$ cat src/hdl/wpmt_pkg.sv
// ----------------------------------------------------------------------------
// wpmt_pkg
// Shared types and constants of the walking pattern memory test sequencer.
// ----------------------------------------------------------------------------
package wpmt_pkg;

    // test phases, also shown on the result word
    typedef enum logic [2:0] {
        PH_DATA_ONES  = 3'd0,
        PH_DATA_ZEROS = 3'd1,
        PH_ADDR_ONES  = 3'd2,
        PH_ADDR_ZEROS = 3'd3,
        PH_DONE       = 3'd4
    } phase_t;

    // input operation codes
    localparam logic OP_START = 1'b0;
    localparam logic OP_TICK  = 1'b1;

    // fixed field widths
    localparam int ADDR_W  = 19;
    localparam int ERR_W   = 16;
    localparam int EXP_W   = 5;
    localparam int PHASE_W = 3;
    localparam int CFG_W   = 5;

    // address test constants, size reset and error cap
    localparam logic [63:0]      START_PATTERN   = 64'h0003_0002_0001_0000;
    localparam logic [63:0]      PATTERN_STEP    = 64'h0004_0004_0004_0004;
    localparam logic [EXP_W-1:0] FIRST_EXP       = 5'd4;
    localparam int               LOW_BITS        = 4;
    localparam logic [CFG_W-1:0] SIZE_LOG2_RESET = 5'd22;
    localparam logic [ERR_W-1:0] ERR_MAX         = 16'hffff;

endpackage

$ cat src/hdl/wpmt_addr_gen.sv
// ----------------------------------------------------------------------------
// wpmt_addr_gen
// Byte offset of the address tests and its conversion to a word index.
// ----------------------------------------------------------------------------
module wpmt_addr_gen #(
    parameter int DATA_WIDTH    = 64,
    parameter int MAX_SIZE_LOG2 = 22
) (
    input  logic                            zeros_walk,
    input  logic [wpmt_pkg::EXP_W-1:0]      exponent,
    input  logic [wpmt_pkg::EXP_W-1:0]      eff_size_log2,
    output logic [MAX_SIZE_LOG2-1:0]        word_index
);

    localparam int OFF_W   = MAX_SIZE_LOG2;
    localparam int BPW     = (DATA_WIDTH / 8 > 0) ? DATA_WIDTH / 8 : 1;
    localparam bit IS_POW2 = ((BPW & (BPW - 1)) == 0);
    localparam int BPW_LOG = $clog2(BPW);
    localparam int K       = OFF_W + 3;
    localparam int PROD_W  = OFF_W + K;
    localparam logic [63:0] RECIP = ((64'd1 << K) + 64'(BPW) - 64'd1) / 64'(BPW);
    localparam int LOW_BITS_SH = wpmt_pkg::LOW_BITS;

    logic [OFF_W-1:0] offset;
    logic [OFF_W-1:0] size_mask;
    logic [OFF_W-1:0] byte_off;

    // one-hot offset and the region mask with the low line bits cleared
    always_comb
    begin
        offset    = {{(OFF_W-1){1'b0}}, 1'b1} << exponent;
        size_mask = ~({OFF_W{1'b1}} << eff_size_log2);
        size_mask = size_mask & ~OFF_W'((1 << LOW_BITS_SH) - 1);
        byte_off  = zeros_walk ? (~offset & size_mask) : offset;
    end

    // byte offset to word index
    generate
        if (IS_POW2)
        begin : g_shift
            assign word_index = byte_off >> BPW_LOG;
        end
        else
        begin : g_recip
            logic [PROD_W-1:0] prod;
            assign prod       = PROD_W'(byte_off) * PROD_W'(RECIP[K-1:0]);
            assign word_index = prod[K +: OFF_W];
        end
    endgenerate

endmodule

$ cat src/hdl/wpmt_seq.sv
// ----------------------------------------------------------------------------
// wpmt_seq
// Sequencer state and the single-step logic that checks the previous read,
// issues at most one memory command and advances the test.
// ----------------------------------------------------------------------------
module wpmt_seq #(
    parameter int DATA_WIDTH    = 64,
    parameter int LINE_WORDS    = 2,
    parameter int MAX_SIZE_LOG2 = 22
) (
    input  logic                            clk,
    input  logic                            rst_n,
    input  logic                            step,
    input  logic                            operation,
    input  logic [DATA_WIDTH-1:0]           read_data,
    input  logic [wpmt_pkg::CFG_W-1:0]      size_log2,
    output logic                            cmd_valid,
    output logic                            cmd_write,
    output logic [wpmt_pkg::ADDR_W-1:0]     cmd_word_address,
    output logic [DATA_WIDTH-1:0]           cmd_data,
    output logic                            mismatch,
    output logic [wpmt_pkg::PHASE_W-1:0]    test_phase,
    output logic [wpmt_pkg::ERR_W-1:0]      error_total,
    output logic                            finished
);

    localparam int SUB_RAW = $clog2(2 * LINE_WORDS + 1);
    localparam int SUB_W   = (SUB_RAW > 2) ? SUB_RAW : 2;
    localparam int TW_W    = (LINE_WORDS > 1) ? $clog2(LINE_WORDS) : 1;
    localparam int BP_W    = $clog2(DATA_WIDTH);
    localparam int OFF_W   = MAX_SIZE_LOG2;
    localparam int ADDR_W  = wpmt_pkg::ADDR_W;
    localparam int EXP_W   = wpmt_pkg::EXP_W;
    localparam int SUM_W   = (OFF_W > ADDR_W) ? OFF_W : ADDR_W;

    localparam logic [SUB_W-1:0] SUB_L    = SUB_W'(LINE_WORDS);
    localparam logic [SUB_W-1:0] SUB_LAST = SUB_W'(2 * LINE_WORDS);
    localparam logic [BP_W-1:0]  BP_LAST  = BP_W'(DATA_WIDTH - 1);
    localparam logic [TW_W-1:0]  TW_LAST  = TW_W'(LINE_WORDS - 1);
    localparam logic [EXP_W-1:0] EXP_MAX  = EXP_W'(MAX_SIZE_LOG2);

    localparam logic [DATA_WIDTH-1:0] PAT_ONES  = wpmt_pkg::START_PATTERN[DATA_WIDTH-1:0];
    localparam logic [DATA_WIDTH-1:0] PAT_ZEROS = ~wpmt_pkg::START_PATTERN[DATA_WIDTH-1:0];
    localparam logic [DATA_WIDTH-1:0] PAT_STEP  = wpmt_pkg::PATTERN_STEP[DATA_WIDTH-1:0];

    typedef struct packed {
        wpmt_pkg::phase_t          phase;
        logic [TW_W-1:0]           tw;
        logic [BP_W-1:0]           bp;
        logic [SUB_W-1:0]          sub;
        logic [EXP_W-1:0]          exp;
        logic [DATA_WIDTH-1:0]     pat;
        logic                      pend;
        logic [DATA_WIDTH-1:0]     pend_exp;
        logic [wpmt_pkg::ERR_W-1:0] err;
    } seq_state_t;

    seq_state_t state_reg;
    seq_state_t state_next;

    logic [EXP_W-1:0] eff_size;
    logic [OFF_W-1:0] word_index;
    logic             zeros_walk;
    seq_state_t       st_pre;

    // end address passes whose offset already reached the region size
    function automatic seq_state_t settle(input seq_state_t st_in,
                                          input logic [EXP_W-1:0] eff);
        seq_state_t s;
        s = st_in;
        for (int i = 0; i < 4; i++)
        begin
            if ((s.phase == wpmt_pkg::PH_ADDR_ONES || s.phase == wpmt_pkg::PH_ADDR_ZEROS)
                && s.exp >= eff)
            begin
                priority if (!s.sub[1])
                begin
                    s.sub = SUB_W'(2);
                    s.exp = wpmt_pkg::FIRST_EXP;
                    s.pat = (s.phase == wpmt_pkg::PH_ADDR_ONES) ? PAT_ONES : PAT_ZEROS;
                end
                else if (s.phase == wpmt_pkg::PH_ADDR_ONES)
                begin
                    s.phase = wpmt_pkg::PH_ADDR_ZEROS;
                    s.sub   = '0;
                    s.exp   = wpmt_pkg::FIRST_EXP;
                    s.pat   = PAT_ZEROS;
                end
                else
                begin
                    s.phase = wpmt_pkg::PH_DONE;
                end
            end
        end
        return s;
    endfunction

    // effective size, clamped to the largest supported region
    assign eff_size = (size_log2 > EXP_MAX) ? EXP_MAX : size_log2;

    // read check or restart, then settle before issuing
    always_comb
    begin
        seq_state_t s;
        s        = state_reg;
        mismatch = 1'b0;
        if (operation == wpmt_pkg::OP_START)
        begin
            s.err      = '0;
            s.pend     = 1'b0;
            s.pend_exp = '0;
            s.phase    = wpmt_pkg::PH_DATA_ONES;
            s.tw       = '0;
            s.bp       = '0;
            s.sub      = '0;
            s.exp      = wpmt_pkg::FIRST_EXP;
            s.pat      = '0;
        end
        else if (s.pend)
        begin
            if (read_data != s.pend_exp)
            begin
                mismatch = 1'b1;
                if (s.err != wpmt_pkg::ERR_MAX)
                begin
                    s.err = s.err + 1'b1;
                end
            end
            s.pend = 1'b0;
        end
        st_pre = settle(s, eff_size);
    end

    assign zeros_walk = (st_pre.phase == wpmt_pkg::PH_ADDR_ZEROS);

    wpmt_addr_gen #(
        .DATA_WIDTH    (DATA_WIDTH),
        .MAX_SIZE_LOG2 (MAX_SIZE_LOG2)
    ) u_addr_gen (
        .zeros_walk    (zeros_walk),
        .exponent      (st_pre.exp),
        .eff_size_log2 (eff_size),
        .word_index    (word_index)
    );

    // command issue and test advance
    always_comb
    begin
        seq_state_t            s;
        logic [DATA_WIDTH-1:0] one_hot;
        logic [DATA_WIDTH-1:0] fill;
        logic [DATA_WIDTH-1:0] pat_d;
        logic [SUB_W-1:0]      r;
        logic [SUM_W-1:0]      addr_sum;
        s                = st_pre;
        one_hot          = {{(DATA_WIDTH-1){1'b0}}, 1'b1} << s.bp;
        fill             = (s.phase == wpmt_pkg::PH_DATA_ONES) ? '0 : '1;
        pat_d            = (s.phase == wpmt_pkg::PH_DATA_ONES) ? one_hot : ~one_hot;
        r                = s.sub - SUB_L - 1'b1;
        addr_sum         = SUM_W'(word_index) + SUM_W'(s.sub[0]);
        cmd_valid        = 1'b0;
        cmd_write        = 1'b0;
        cmd_word_address = '0;
        cmd_data         = '0;
        unique case (s.phase)
            wpmt_pkg::PH_DATA_ONES, wpmt_pkg::PH_DATA_ZEROS:
            begin
                cmd_valid = 1'b1;
                priority if (s.sub < SUB_L)
                begin
                    cmd_write        = 1'b1;
                    cmd_word_address = ADDR_W'(s.sub);
                    cmd_data         = fill;
                end
                else if (s.sub == SUB_L)
                begin
                    cmd_write        = 1'b1;
                    cmd_word_address = ADDR_W'(s.tw);
                    cmd_data         = pat_d;
                end
                else if (r + 1'b1 < SUB_L)
                begin
                    cmd_word_address = (r < SUB_W'(s.tw)) ? ADDR_W'(r) : ADDR_W'(r + 1'b1);
                    cmd_data         = fill;
                end
                else
                begin
                    cmd_word_address = ADDR_W'(s.tw);
                    cmd_data         = pat_d;
                end
                // step through the line, then bit positions, then ones to zeros, then target words
                if (s.sub == SUB_LAST)
                begin
                    s.sub = '0;
                    if (s.bp == BP_LAST)
                    begin
                        s.bp = '0;
                        if (s.phase == wpmt_pkg::PH_DATA_ONES)
                        begin
                            s.phase = wpmt_pkg::PH_DATA_ZEROS;
                        end
                        else if (s.tw == TW_LAST)
                        begin
                            s.phase = wpmt_pkg::PH_ADDR_ONES;
                            s.tw    = '0;
                            s.sub   = '0;
                            s.exp   = wpmt_pkg::FIRST_EXP;
                            s.pat   = PAT_ONES;
                        end
                        else
                        begin
                            s.phase = wpmt_pkg::PH_DATA_ONES;
                            s.tw    = s.tw + 1'b1;
                        end
                    end
                    else
                    begin
                        s.bp = s.bp + 1'b1;
                    end
                end
                else
                begin
                    s.sub = s.sub + 1'b1;
                end
            end
            wpmt_pkg::PH_ADDR_ONES, wpmt_pkg::PH_ADDR_ZEROS:
            begin
                cmd_valid        = 1'b1;
                cmd_write        = ~s.sub[1];
                cmd_word_address = addr_sum[ADDR_W-1:0];
                cmd_data         = s.pat;
                s.pat = (s.phase == wpmt_pkg::PH_ADDR_ONES) ? s.pat + PAT_STEP
                                                            : s.pat - PAT_STEP;
                // second word of the pair moves on to the next offset
                if (s.sub[0])
                begin
                    s.sub[0] = 1'b0;
                    s.exp    = s.exp + 1'b1;
                end
                else
                begin
                    s.sub[0] = 1'b1;
                end
            end
            default:
            begin
                cmd_valid = 1'b0;
            end
        endcase
        // a read leaves its expected value for the next item
        if (cmd_valid && !cmd_write)
        begin
            s.pend     = 1'b1;
            s.pend_exp = cmd_data;
        end
        state_next = settle(s, eff_size);
    end

    assign test_phase  = st_pre.phase;
    assign error_total = state_next.err;
    assign finished    = (state_next.phase == wpmt_pkg::PH_DONE) && !state_next.pend;

    // sequencer state
    always_ff @(posedge clk or negedge rst_n)
    begin
        if (!rst_n)
        begin
            state_reg.phase    <= wpmt_pkg::PH_DONE;
            state_reg.tw       <= '0;
            state_reg.bp       <= '0;
            state_reg.sub      <= '0;
            state_reg.exp      <= wpmt_pkg::FIRST_EXP;
            state_reg.pat      <= '0;
            state_reg.pend     <= 1'b0;
            state_reg.pend_exp <= '0;
            state_reg.err      <= '0;
        end
        else if (step)
        begin
            state_reg <= state_next;
        end
    end

endmodule

$ cat config.mk
export PLATFORM = sky130hd
export DESIGN_NAME = wpmt_seq
export DESIGN_NICKNAME = d
export VERILOG_FILES = /design/src/hdl/wpmt_pkg.sv /design/src/hdl/wpmt_addr_gen.sv /design/src/hdl/wpmt_seq.sv
export SDC_FILE = /design/constraint.sdc
export NUM_CORES = 1
export LEC_CHECK = 0
export BUFFER_PORTS_ARGS = -buffer_cell sky130_fd_sc_hd__buf_2
export CORE_ASPECT_RATIO = 1.1
export CORE_MARGIN = 4
export CORE_UTILIZATION = 45
export CTS_BUF_LIST = sky130_fd_sc_hd__clkbuf_4 sky130_fd_sc_hd__clkbuf_8
export CTS_CLUSTER_SIZE = 10
export DETAILED_ROUTE_END_ITERATION = 12
export PLACE_DENSITY = 0.63
export SKIP_CTS_REPAIR_TIMING = 1
export SLEW_MARGIN = 20
export SYNTH_ARGS = -nofsm -noshare
export SYNTH_HDL_FRONTEND = slang
export SYNTH_SLANG_ARGS = --single-unit
$ cat constraint.sdc
create_clock -name clk -period 20.9 [get_ports clk]
set_input_delay 2.09 -clock clk [delete_from_list [all_inputs] [get_ports clk]]
set_output_delay 2.09 -clock clk [all_outputs]
set_load 0.02 [all_outputs]
==> impl_metrics.csv <==
group,metric,value,unit
status,run_status,"finished, final reports clean",
synthesis,synth_edf_count,0,
setup_path,startpoint,"size_log2[4]",
timing,hold_violations,0,
grt,pin_count_of_the_biggest_net_entering_global_routing,66,
drt,detail_route.iter0.violations,2290,
synthesis,postSynthAreaPerCell,8.09,um2
floorplanning,die-width,203,um
setup_path,worst-endpoint-required,18.81,ns
drt,antenna_violating_nets_post_route,0,
floorplanning,start_util,45.6,%
layout,sequential_cell_area,4080,um2
layout,drive_above_1_share,19.2,%
synthesis,synth_flop_type,"sky130_fd_sc_hd__dfrtp_1",
worst_hold_path,holdCritStartpoint,"state_reg[87]",
drt,dr.pass1.iters,7,
timing,hold_slack,0.501,ns
synthesis,postSynthNetCount,2524,
setup_path,critical_path.slowest_cell,"sky130_fd_sc_hd__a221o_1",
timing,fmax,0.0504,GHz
grt,globalRouteTotalUtil,30.2,%
synthesis,async_reset_ff_share,100,%
synthesis,synth_seq_area_share,21.6,%
timing,setup_slack,1.05,ns
synthesis,synthCells,2333,
setup_path,critical_path.most_common_cell,"sky130_fd_sc_hd__ha_1",
power,totalPowerFinal,2.58,mW
placed_design,place_worst_setup_slack,0.388,ns
timing,slew-limit-headroom,23.9,%
synthesis,post-synth-top-area-cell,"sky130_fd_sc_hd__dfrtp_1",
grt,initial_antenna_violation_count,1,
layout,final.fill_count,4071,
grt,grt_overflow,0,
synthesis,ys_ff_latch,163,
layout,final-instance-count-excl-fill,2975,
cts,cts_h_tree_depth,4,
cts,clock_tree.buffer_depth,2,
grt,met3_usage,6.66,%
drt,dr_total_vias,19664,
setup_path,cp.arrival,17.76,ns
cts,clkSlewWorstSetupHoldPaths,0.10,ns
placed_design,half_perimeter_wire_length_of_the_detailed_placement_result,51500,um
floorplanning,die_area,45300,um2
setup_path,crit_type,"in2out",
power,power.density_cell_area,126,nW/um2
layout,flip_flop_count_of_the_largest_register_after_layout,163,
drt,routed_wirelength,71600,um
layout,final_core_utilization,49.6,%
cts,clk-insertion-delay-late,0.52,ns
synthesis,synth_largest_type_area_fraction,21.4,%
worst_hold_path,worst_hold_path_type,"reg2reg",
setup_path,worst-path-max-fanout,12,
drt,drc,0,
cts,clock_tree_from_tritoncts,"yes",
power,power.leakage,9.02,nW
flow_run,cap_viol_max_count,0,
setup_path,critPathMaxStageDelay,0.40,ns
floorplanning,fp.dieH,223,um
synthesis,yosys.cell_count.top_type,"sky130_fd_sc_hd__a21oi_1",
synthesis,synth.cell_area,18900,um2
floorplanning,core.rowCount,78,
synthesis,synth_cell_type_count,116,
cts,cts-buffers-inserted,17,
setup_path,rr_startpoint,"state_reg[149]",
floorplanning,core-area,41400,um2
cts,cts_sinks,163,
placed_design,port_buffers,178,
timing,min_period,19.85,ns
grt,grt_pass1_vias,18451,
layout,layout.nets,2592,
timing,clock-skew-final,0.0164,ns
drt,route.detailed.wl_per_inst,24.1,um
setup_path,timing.critical_path.from_type,"primary input",
synthesis,synth_commonest_cells,"222 x sky130_fd_sc_hd__a21oi_1, 209 x sky130_fd_sc_hd__nand2_1, 205 x sky130_fd_sc_hd__nor2_1",
layout,multi_input_area,13800,um2
placed_design,place_congestion,0.990,
grt,groute.layer.met2.usage,46.5,%
timing,fin_crit_sh,95.0,%
placed_design,dp.cells,2939,
cts,clockRootBuffer,"sky130_fd_sc_hd__clkbuf_8",
grt,global_route_wire_length_before_repair,109000,um
timing,setup_viol,0,
timing,worst_margin_pin_slew,1.14,ns
setup_path,worstSetupEndpointType,"output port",
floorplanning,ios,179,
synthesis,synth_top_cells_by_area,"sky130_fd_sc_hd__dfrtp_1 21%, sky130_fd_sc_hd__ha_1 7.8%, sky130_fd_sc_hd__a21oi_1 5.9%",
grt,peak_usage_layer_in_the_global_routing_report,"met2",
layout,area.growth.synth_to_final,8.90,%
drt,post_drt_via_cell_ratio,6.61,
grt,groute.layer.met1.usage,41.9,%
timing,slew_violations,0,
synthesis,yosysWarnings,0,
power,ir_worst_vdd,0.0454,mV
## per-layer routing
layer | up-vias | wire length, um | part of all wire, %
met1 | 9531 | 30500 | 43
met3 | 162 | 6750 | 9.4
met4 | 0 | 2540 | 3.5
li1 | 8965 | - | -
met5 | - | 0 | 0
met2 | 1006 | 31800 | 44
## kinds of logic after synthesis
family	Yosys count	share of synthesized area [%]
AO/OA/AOI/OAI	930	38.0
AND/OR/NAND/NOR	692	17.6
XOR/XNOR	147	6.87
adder cells (fa/ha/maj)	119	7.92
multiplexers	36	2.14
flip-flops	163	21.6
buffers and inverters	246	5.90
## placed cells by master (no fill, tap or decap), types with 57 or more instances in the layout
cell type | netlist | final
sky130_fd_sc_hd__o21ai_0 | 127 | 125
sky130_fd_sc_hd__dfrtp_1 | 161 | 161
sky130_fd_sc_hd__ha_1 | 117 | 117
sky130_fd_sc_hd__nor2_1 | 205 | 205
sky130_fd_sc_hd__nand2_1 | 209 | 208
sky130_fd_sc_hd__buf_4 | 25 | 57
sky130_fd_sc_hd__buf_2 | 20 | 176
sky130_fd_sc_hd__a221o_1 | 57 | 57
sky130_fd_sc_hd__a21oi_1 | 222 | 220
sky130_fd_sc_hd__xnor2_1 | 107 | 107
sky130_fd_sc_hd__a22o_1 | 74 | 74
## worst paths after layout
| path | end | slack [ns] | depth (start not counted) |
|---|---|---|---|
| setup / recovery | finished | 1.05 | 84 |
| hold / removal | state_reg[87] | 0.50 | 1 |
| setup reg to reg | state_reg[145] | 4.67 | 80 |
| hold reg to reg | state_reg[87] | 0.50 | 1 |
| max in group asynchronous | state_reg[159] | 18.14 | 2 |
| min in group asynchronous | state_reg[160] | 1.55 | 1 |
## worst max-delay path, delay by kind of cell
kind / cells / cell delay [ns]
buffers and inverters: 10 / 1.34
AOI/OAI and AO/OA: 37 / 7.77
and+or+nand+nor: 28 / 4.13
adders and majority gates: 9 / 2.40
## where the power goes
group	switching [mW]	leakage (nW)	internal, mW
registers	0.0748	2.16	0.404
logic	1.12	6.67	0.738
clock network	0.150	0.193	0.0895
total	1.35	9.02	1.23
## stage by stage
stage               cell area (um2)  TNS (ns)
detailed placement            20100         0
global placement              20100         0
floorplan                     18900         0
global route                  20500   -0.0174
CTS                           20500         0
finish                        20500         0
## layout make-up
class | instances | area share [%]
Multi-Input combinational cell | 1924 | 67.3
Antenna cell | 1 | 0.0122
Inverter | 61 | 1.12
Clock inverter | 15 | 0.761
Clock buffer | 17 | 1.14
Timing Repair Buffer | 234 | 6.43
Sequential cell | 163 | 19.9
Tap cell | 560 | 3.41
(Power assumes the default switching activity.)
